### src/rtl/slr_pkg.sv
// Shared opcodes and divider status type for the line rasterizer.
`default_nettype none
package slr_pkg;

  localparam logic OP_START = 1'b0;
  localparam logic OP_STEP  = 1'b1;

  typedef struct packed {
    logic busy;
    logic done;
  } div_stat_t;

endpackage
`default_nettype wire

### src/rtl/slr_div.sv
// Radix-2 restoring divider, one quotient bit per cycle.
`default_nettype none
module slr_div
  import slr_pkg::*;
#(
  parameter int DEN_W = 10,
  parameter int QW    = 18
) (
  input  wire logic                  clk,
  input  wire logic                  rst_n,
  input  wire logic                  start,
  input  wire logic [DEN_W+QW-1:0]   dividend,
  input  wire logic [DEN_W-1:0]      divisor,
  output logic      [QW-1:0]         quotient,
  output div_stat_t                  stat
);

  localparam int CNT_W = $clog2(QW + 1);

  logic             busy_r, busy_nxt;
  logic             done_r, done_nxt;
  logic [CNT_W-1:0] cnt_r, cnt_nxt;
  logic [DEN_W-1:0] rem_r, rem_nxt;
  logic [DEN_W-1:0] den_r, den_nxt;
  logic [QW-1:0]    sh_r, sh_nxt;

  logic [DEN_W:0]   trial;
  logic [DEN_W:0]   diff;
  logic             ge;

  // Dividend bits shift out of the top of sh_r as quotient bits shift in.
  assign trial = {rem_r, sh_r[QW-1]};
  assign diff  = trial - {1'b0, den_r};
  assign ge    = (trial >= {1'b0, den_r});

  always_comb begin
    busy_nxt = busy_r;
    done_nxt = 1'b0;
    cnt_nxt  = cnt_r;
    rem_nxt  = rem_r;
    den_nxt  = den_r;
    sh_nxt   = sh_r;
    if (start) begin
      // upper part is below the divisor since the quotient fits QW bits
      rem_nxt  = dividend[DEN_W+QW-1:QW];
      sh_nxt   = dividend[QW-1:0];
      den_nxt  = divisor;
      cnt_nxt  = CNT_W'(QW);
      busy_nxt = 1'b1;
    end else if (busy_r) begin
      rem_nxt = ge ? diff[DEN_W-1:0] : trial[DEN_W-1:0];
      sh_nxt  = {sh_r[QW-2:0], ge};
      cnt_nxt = cnt_r - CNT_W'(1);
      if (cnt_r == CNT_W'(1)) begin
        busy_nxt = 1'b0;
        done_nxt = 1'b1;
      end
    end
  end

  always_ff @(posedge clk) begin
    if (!rst_n) begin
      busy_r <= 1'b0;
      done_r <= 1'b0;
      cnt_r  <= '0;
    end else begin
      busy_r <= busy_nxt;
      done_r <= done_nxt;
      cnt_r  <= cnt_nxt;
    end
  end

  always_ff @(posedge clk) begin
    rem_r <= rem_nxt;
    den_r <= den_nxt;
    sh_r  <= sh_nxt;
  end

  assign quotient  = sh_r;
  assign stat.busy = busy_r;
  assign stat.done = done_r;

endmodule
`default_nettype wire

### src/rtl/slope_line_rasterizer.sv
// Top level: line state, step sequencing and result register.
`default_nettype none
// A start transaction (opcode 0) latches two endpoints and produces nothing; it
// leaves input stall low. Each step transaction (opcode 1) yields the next
// point of the line, both ends included, with last_point set on the end point,
// after which the block is idle until the next start. A step passes through the
// divide and push states: the minor offset |d_minor|*k/|d_major| comes from a
// radix-2 divider that yields one quotient bit per cycle, and the product
// |d_minor|*k is kept as a running sum. Input stall is high while a step is in
// work; a finished point waits in the output register while the next
// transaction is taken. A step with no line active is accepted and gives no
// point.
module slope_line_rasterizer
  import slr_pkg::*;
#(
  parameter int COORD_BITS = 10,
  parameter int FRAC_BITS  = 8
) (
  input  wire logic                            clk,
  input  wire logic                            rst_n,
  input  wire logic                            in_valid,
  output logic                                 in_stall,
  input  wire logic                            in_opcode,
  input  wire logic [COORD_BITS-1:0]           in_x_start,
  input  wire logic [COORD_BITS-1:0]           in_y_start,
  input  wire logic [COORD_BITS-1:0]           in_x_end,
  input  wire logic [COORD_BITS-1:0]           in_y_end,
  output logic                                 out_valid,
  input  wire logic                            out_stall,
  output logic [COORD_BITS+FRAC_BITS-1:0]      out_point_x,
  output logic [COORD_BITS+FRAC_BITS-1:0]      out_point_y,
  output logic                                 out_last_point
);

  localparam int CB  = COORD_BITS;
  localparam int OW  = COORD_BITS + FRAC_BITS;
  localparam int DVW = CB + OW;

  localparam logic [1:0] ST_IDLE = 2'd0;
  localparam logic [1:0] ST_DIV  = 2'd1;
  localparam logic [1:0] ST_PUSH = 2'd2;

  logic [1:0]    state_r, state_nxt;
  logic          active_r, active_nxt;
  logic          out_valid_r, out_valid_nxt;

  logic [CB-1:0]   major_begin_r, major_begin_nxt;
  logic [CB-1:0]   minor_begin_r, minor_begin_nxt;
  logic            major_neg_r, major_neg_nxt;
  logic            minor_neg_r, minor_neg_nxt;
  logic [CB-1:0]   span_r, span_nxt;
  logic [CB-1:0]   mag_minor_r, mag_minor_nxt;
  logic            x_major_r, x_major_nxt;
  logic [CB-1:0]   step_r, step_nxt;
  logic [2*CB-1:0] acc_r, acc_nxt;
  logic [OW-1:0]   px_r, px_nxt;
  logic [OW-1:0]   py_r, py_nxt;
  logic            last_r, last_nxt;

  logic          in_acc;
  logic          div_start;
  logic [DVW-1:0] dividend;
  logic [OW-1:0] quot;
  div_stat_t     dstat;

  logic [CB:0]   dx, dy;
  logic [CB-1:0] adx, ady;
  logic          x_major_new;
  logic [OW-1:0] q_eff;
  logic [CB-1:0] major_pt;
  logic [OW-1:0] pmaj, pmin, minor_base;
  logic          is_last;
  logic          out_free;

  assign in_acc = in_valid && !in_stall;

  assign dx  = {1'b0, in_x_end} - {1'b0, in_x_start};
  assign dy  = {1'b0, in_y_end} - {1'b0, in_y_start};
  assign adx = dx[CB] ? CB'(-dx) : dx[CB-1:0];
  assign ady = dy[CB] ? CB'(-dy) : dy[CB-1:0];
  assign x_major_new = (ady < adx);

  assign div_start = in_acc && (in_opcode == OP_STEP) && active_r;
  assign dividend  = DVW'(acc_r) << FRAC_BITS;

  slr_div #(
    .DEN_W(CB),
    .QW   (OW)
  ) u_div (
    .clk     (clk),
    .rst_n   (rst_n),
    .start   (div_start),
    .dividend(dividend),
    .divisor (span_r),
    .quotient(quot),
    .stat    (dstat)
  );

  // equal endpoints: span is zero and the offset is zero
  assign q_eff      = (span_r == '0) ? '0 : quot;
  assign major_pt   = major_neg_r ? (major_begin_r - step_r) : (major_begin_r + step_r);
  assign pmaj       = OW'(major_pt) << FRAC_BITS;
  assign minor_base = OW'(minor_begin_r) << FRAC_BITS;
  assign pmin       = minor_neg_r ? (minor_base - q_eff) : (minor_base + q_eff);
  assign is_last    = (step_r >= span_r);
  assign out_free   = !out_valid_r || !out_stall;

  always_comb begin
    state_nxt       = state_r;
    active_nxt      = active_r;
    out_valid_nxt   = out_valid_r && out_stall;
    major_begin_nxt = major_begin_r;
    minor_begin_nxt = minor_begin_r;
    major_neg_nxt   = major_neg_r;
    minor_neg_nxt   = minor_neg_r;
    span_nxt        = span_r;
    mag_minor_nxt   = mag_minor_r;
    x_major_nxt     = x_major_r;
    step_nxt        = step_r;
    acc_nxt         = acc_r;
    px_nxt          = px_r;
    py_nxt          = py_r;
    last_nxt        = last_r;
    unique case (state_r)
      ST_IDLE: begin
        if (in_acc) begin
          if (in_opcode == OP_START) begin
            x_major_nxt = x_major_new;
            if (x_major_new) begin
              major_begin_nxt = in_x_start;
              minor_begin_nxt = in_y_start;
              major_neg_nxt   = dx[CB];
              minor_neg_nxt   = dy[CB];
              span_nxt        = adx;
              mag_minor_nxt   = ady;
            end else begin
              major_begin_nxt = in_y_start;
              minor_begin_nxt = in_x_start;
              major_neg_nxt   = dy[CB];
              minor_neg_nxt   = dx[CB];
              span_nxt        = ady;
              mag_minor_nxt   = adx;
            end
            step_nxt   = '0;
            acc_nxt    = '0;
            active_nxt = 1'b1;
          end else if (active_r) begin
            state_nxt = ST_DIV;
          end
        end
      end
      ST_DIV: begin
        if (dstat.done) begin
          state_nxt = ST_PUSH;
        end
      end
      ST_PUSH: begin
        if (out_free) begin
          out_valid_nxt = 1'b1;
          px_nxt        = x_major_r ? pmaj : pmin;
          py_nxt        = x_major_r ? pmin : pmaj;
          last_nxt      = is_last;
          if (is_last) begin
            active_nxt = 1'b0;
          end else begin
            step_nxt = step_r + CB'(1);
            acc_nxt  = acc_r + (2*CB)'(mag_minor_r);
          end
          state_nxt = ST_IDLE;
        end
      end
      default: state_nxt = ST_IDLE;
    endcase
  end

  always_ff @(posedge clk) begin
    if (!rst_n) begin
      state_r     <= ST_IDLE;
      active_r    <= 1'b0;
      out_valid_r <= 1'b0;
    end else begin
      state_r     <= state_nxt;
      active_r    <= active_nxt;
      out_valid_r <= out_valid_nxt;
    end
  end

  always_ff @(posedge clk) begin
    major_begin_r <= major_begin_nxt;
    minor_begin_r <= minor_begin_nxt;
    major_neg_r   <= major_neg_nxt;
    minor_neg_r   <= minor_neg_nxt;
    span_r        <= span_nxt;
    mag_minor_r   <= mag_minor_nxt;
    x_major_r     <= x_major_nxt;
    step_r        <= step_nxt;
    acc_r         <= acc_nxt;
    px_r          <= px_nxt;
    py_r          <= py_nxt;
    last_r        <= last_nxt;
  end

  // divider busy flag is folded into the state; it only drives stall here
  assign in_stall       = (state_r != ST_IDLE) || dstat.busy;
  assign out_valid      = out_valid_r;
  assign out_point_x    = px_r;
  assign out_point_y    = py_r;
  assign out_last_point = last_r;

endmodule
`default_nettype wire

### config.mk
export PLATFORM = sky130hd
export DESIGN_NAME = slope_line_rasterizer
export DESIGN_NICKNAME = d
export VERILOG_FILES = /design/src/rtl/slr_pkg.sv /design/src/rtl/slr_div.sv /design/src/rtl/slope_line_rasterizer.sv
export SDC_FILE = /design/constraint.sdc
export NUM_CORES = 1
export LEC_CHECK = 0
export ABC_CLOCK_PERIOD_IN_PS = 5950
export BUFFER_PORTS_ARGS = -buffer_cell sky130_fd_sc_hd__buf_2
export CAP_MARGIN = 20
export CORE_MARGIN = 2
export CORE_UTILIZATION = 50
export CTS_CLUSTER_SIZE = 14
export DETAILED_ROUTE_END_ITERATION = 10
export PLACE_DENSITY = 0.78
export SYNTH_ARGS = -nofsm -noshare
export SYNTH_HDL_FRONTEND = slang
export SYNTH_SLANG_ARGS = --single-unit
### constraint.sdc
create_clock -name clk -period 5.95 [get_ports clk]
set_clock_uncertainty 0.05 [all_clocks]
set_input_delay 0.8925 -clock clk [delete_from_list [all_inputs] [get_ports clk]]
set_output_delay 0.8925 -clock clk [all_outputs]
set_load 0.05 [all_outputs]
# Word level (Yosys, flattened, before mapping)
# Cells that the tools add are included.
# op_classes
eq_ne	11
reduce_logical	21
mux	47
bitwise	3
n_lt_le_gt_ge	3
add_sub_neg	12
# op_table
cell	count
10-bit 2-to-1 mux	14
18-bit 2-to-1 mux	6
20-bit 2-to-1 mux	4
20-bit one-hot mux with 2 select lines	1
10-bit by 10-bit subtractor with 11-bit output	2
20-bit by 10-bit adder with 20-bit output	1
10-bit negator	2
10-bit one-hot mux with 2 select lines	1
10-bit subtractor	2
18-bit adder	1
18-bit subtractor	1
5-bit AND reduction	3
2-bit inequality test, second input constant	7
1-bit 2-to-1 mux	12
11-bit by 10-bit greater-or-equal comparator with 1-bit output	1
10-bit by 1-bit adder with 10-bit output, second input constant	1
10-bit adder	1
10-bit greater-or-equal comparator	1
10-bit zero test	1
10-bit less-than comparator	1
2-bit 2-to-1 mux	5
5-bit 2-to-1 mux	2
2-bit one-hot mux with 3 select lines	1
2-bit nonzero test	3
other kinds (15)	23
# totals
input_bits	45
out_inout_bits	39
wordCells	122
register_bits	159

# Longest topological paths before layout
# depth
word_depth	7
mapped_depth	20
depth_no_buf	19

# Modules after synthesis
# A second synthesis with hierarchy kept.
# unflattened
cells_unflattened	1080
area_unflattened_um2	10845.4
# modules_own_cells
mod	area_per_inst_um2	cells_per_inst	seq_area_each_um2	n_inst
slope_line_rasterizer	8441.8	882	3383.2	1
slr_div	2403.6	198	1281.2	1

# Worst setup path before layout
# No wires, ideal clock.
# synth_path
path_kind	input to register
startpoint	input in_y_end[0]
endpoint	register major_begin_r[0] (data pin)
cell_stages	14
t_required_ns	5.640
setup_ns	0.260
n_path_buf	1
arrival_time_ns	4.642
slack_ns	0.998
cell_sequence	inv_1 -> ha_1 -> fa_1 -> nor2b_1 -> o21ai_0 -> a311oi_2 -> or4b_1 -> o41ai_2 -> xor3_2 -> ha_1 -> nand2_1 -> o21ai_1 -> clkbuf_1 -> mux2_2
# synth_via
elab_chain_cells	5
# synth_lines
item	line_no	text
start, declared	slope_line_rasterizer.sv:27	input wire logic [COORD_BITS-1:0] in_y_end,
10-bit by 10-bit subtractor with 11-bit output *	slope_line_rasterizer.sv:78	assign dy = {1'b0, in_y_end} - {1'b0, in_y_start};
10-bit negator	slope_line_rasterizer.sv:80	assign ady = dy[CB] ? CB'(-dy) : dy[CB-1:0];
10-bit 2-to-1 mux *	slope_line_rasterizer.sv:80	
10-bit less-than comparator *	slope_line_rasterizer.sv:81	assign x_major_new = (ady < adx);
10-bit 2-to-1 mux *	slope_line_rasterizer.sv:129	if (x_major_new) begin
end signal, assigned	slope_line_rasterizer.sv:189	major_begin_r <= major_begin_nxt;
end, declared	slope_line_rasterizer.sv:47	logic [CB-1:0] major_begin_r, major_begin_nxt;
# Every way passes the cells marked *; elsewhere a longest branch is shown, timed or not.
# A chain may end at the register's enable or synchronous reset.

# Final worst setup path
# layout_path
startpoint	input in_y_start[0]
endpoint	register minor_begin_r[8] (data pin)
# layout_via
elab_chain_cells	5
# layout_lines
item	line_no	text
start, declared	slope_line_rasterizer.sv:25	input wire logic [COORD_BITS-1:0] in_y_start,
10-bit by 10-bit subtractor with 11-bit output *	slope_line_rasterizer.sv:78	
10-bit negator	slope_line_rasterizer.sv:80	
10-bit 2-to-1 mux *	slope_line_rasterizer.sv:80	
10-bit less-than comparator *	slope_line_rasterizer.sv:81	
10-bit 2-to-1 mux *	slope_line_rasterizer.sv:129	
end signal, assigned	slope_line_rasterizer.sv:190	minor_begin_r <= minor_begin_nxt;
end, declared	slope_line_rasterizer.sv:48	logic [CB-1:0] minor_begin_r, minor_begin_nxt;
# Marks and branches as above.

==> results.yml <==
synthesis:
  synth_cell_types: 67
  synthCells: 1071
  synth_top_area_frac: 0.3962
  synthArstFlopShare: 0
  synthTopCellsByArea: "edfxtp_1 (40%), ha_1 (11%), xnor2_1 (3.7%)"
  yosys.area.top_type: "edfxtp_1"
  synth-seq-cells: 159
  yosys_most_used_dff: "edfxtp_1"
  synth_warnings: 0
  seq_area_frac_synth: 0.4321
  syn_area_um2: 10610
  synth_edf_count: 140
  synthesis.nets: 1216
  synth.avg_cell_area_um2: 9.907
sta:
  max_freq_mhz: 195.3
  rsz0062_at_grt: "false"
  min_period_over_period: 0.8604
  setup_viol: 0
  worstMarginPinSlew_ps: 1095
  layout_min_cycle_time_ps: 5120
  final_hold_viol_count: 0
  drv_slew: 0
  maxSlewHeadroom: 0.2682
  fin_tns_setup_ps: 0
hold_path:
  hp-class: "flip-flop to flip-flop"
grt:
  grt_pass1_wl_mm: 37.80
  grt_pass1_vias: 7679
  grt_max_degree: 45
  grt_remaining_overflow: 0
  grt_usage: 0.2158
  antenna_found_initial: 0
drt:
  vias: 8027
  routed_wl_mm: 23.47
  wl_per_cell_um: 16.36
  ant_nets: 0
  first_iter_violations: 670
  drc: 0
  routed_via_density: 5.594
  dr.pass1.iters: 5
placement:
  hpwl_mm: 17.95
  portBuffers: 83
  gp_congestion: 0.9057
  place_area_um2: 11290
critical_path:
  arrival_ps: 5240
  crit_path_max_fanout: 33
  worstSetupStartpointType: "input port"
  end_kind: "flip-flop"
  critical_path_required_ps: 6070
  worstSetupPathType: "input port to flip-flop"
  critPathSlowestCell: "o21ai_4"
  max_stage_delay_ps: 690
  cp_cell_sequence: "buf_2 -> ha_1 -> fa_1 -> nor2b_1 -> o211ai_1 -> a21oi_1 -> a31oi_1 -> o21ai_0 -> xor2_1 -> inv_1 -> ha_1 -> o2111ai_1 -> o21ai_0 -> a21o_1 -> a21oi_1 -> o21ai_4 -> buf_4 -> o21ai_0"
  crit_top_cell: "o21ai_0"
cts:
  cts_tree: "yes"
  root_buffer: "clkbuf_16"
  post_cts_buffers: 0
  insertion_delay_ps: 430
  numCtsBuffers: 17
  cts.sinks: 159
  path_clk_slew_ps: 60
  clockBufferDepth: 2
  ctsHoldBuffers: 0
  cts-resized-gates: 0
  htree_levels: 4
run_status:
  status: "finished clean"
floorplan:
  io_pins: 84
  die_area_um2: 22400
  design.core.area_um2: 20960
  start_util: 0.5063
  die_h_um: 149.7
  rows: 53
  die_w_um: 149.7
cells_and_area:
  fin_nets: 1292
  diodes: 0
  multi_input_area_um2: 5534
  seqCellArea_um2: 4584
  area_delta_synth_final_pct: 12.50
  drive_above_1_share: 0.1362
  design_area_um2: 11940
  fill_cells: 1801
run:
  cap_violations: 0
power:
  ir_drop_mv: 0.2451
  power.density_nw_per_um2: 354.6
  power_leakage_nw: 5.045
registers in the layout, indices dropped and copies added, names as in the netlist, 2 cells and up:
signal,cells
acc_r,20
mag_minor_r,10
major_begin_r,10
minor_begin_r,10
out_point_x,18
out_point_y,18
span_r,10
state_r,2
step_r,10
u_div.cnt_r,5
u_div.den_r,10
u_div.quotient,18
u_div.rem_r,10
critical path, delay by kind of cell:
| family | cells | cell delay [ps] |
|---|---|---|
| xor+xnor | 1 | 290 |
| compound gates | 10 | 2230 |
| simple gates | 1 | 250 |
| buf+inv | 3 | 600 |
| fa+ha+maj | 3 | 960 |
per-layer routing:
layer | part of all wire | wire [um] | up-vias | global-route usage
met5 | 0 | 0 | - | 0
met4 | 0.020 | 463 | 0 | 0.07170
met3 | 0.056 | 1315 | 33 | 0.03415
met2 | 0.46 | 10870 | 242 | 0.3541
met1 | 0.46 | 10820 | 3783 | 0.2932
li1 | - | - | 3969 | -
layout make-up:
class,instances,share of cell area
multi-input cells,783,0.4636
flip-flops and latches,159,0.3841
clock buffers,25,0.04969
repair buffers,90,0.03920
inverters,96,0.03019
well taps,275,0.02883
clock inverters,7,0.004403
per-stage QoR:
stage          hold WS (ps)  instances  total power, mW  setup WS [ps]  utilization
5_1_grt               483.9       1435            4.501          537.6       0.5696
3_5_place_dp          442.7       1403            3.073          502.2       0.5388
3_3_place_gp          439.3       1403            3.021          672.7       0.5388
2_1_floorplan         400.3       1071            2.722          998.2            -
4_1_cts               458.2       1435            4.231          905.9       0.5696
6_report              458.9       1435            4.233          830.5       0.5696
cell usage after synthesis (all sizes together), types with 5 or more instances:
library cell,count
clkbuf,28
xnor2,45
xor2,45
ha,94
o2111ai,5
nand3,19
or2,15
inv,96
edfxtp,140
and3,8
o211ai,8
mux2i,31
a31oi,11
nor3,20
nand2,79
mux2,7
a21oi,69
o21ai,63
or3,9
a21o,21
fa,6
nor2,104
a211oi,6
a22o,9
o21a,10
o22ai,5
dfxtp,19
nand4,7
nor2b,17
nand2b,13
o31ai,7
and2,5
cells by family (layout without fill, tap and decap cells):
group,after synthesis,count (layout),synth area share
xor+xnor,91,91,0.07665
simple gates,311,311,0.1383
buf+inv,129,218,0.04870
fa+ha+maj,100,100,0.1222
mux,38,38,0.03668
compound gates,243,243,0.1454
flops,159,159,0.4321
cells in the final DEF (no fill, tap or decap), drive strengths merged, types with 20 or more instances in the layout:
master	count
xor2	45
buf	90
a21oi	69
xnor2	45
nand2	79
a21o	21
inv	100
o21ai	63
nor3	20
edfxtp	140
clkbuf	25
mux2i	31
ha	94
nor2	104
power breakdown:
group	switching, mW	internal, mW	leakage [nW]
clock	0.454	0.700	0.322
combinational	0.886	0.632	3.26
sequential	0.122	1.44	1.46
total	1.46	2.77	5.04
worst paths after layout:
| path | from | slack, ps | to | depth (start not counted) |
|---|---|---|---|---|
| worst max-delay path | in_y_start[0] | 830 | minor_begin_r[8] | 18 |
| worst min-delay path | state_r[1] | 460 | state_r[0] | 1 |
| worst min register to register | state_r[1] | 460 | state_r[0] | 1 |
| worst max register to register | span_r[6] | 1870 | out_point_y[15] | 11 |
Note: power is estimated with default switching activity, not from simulation.
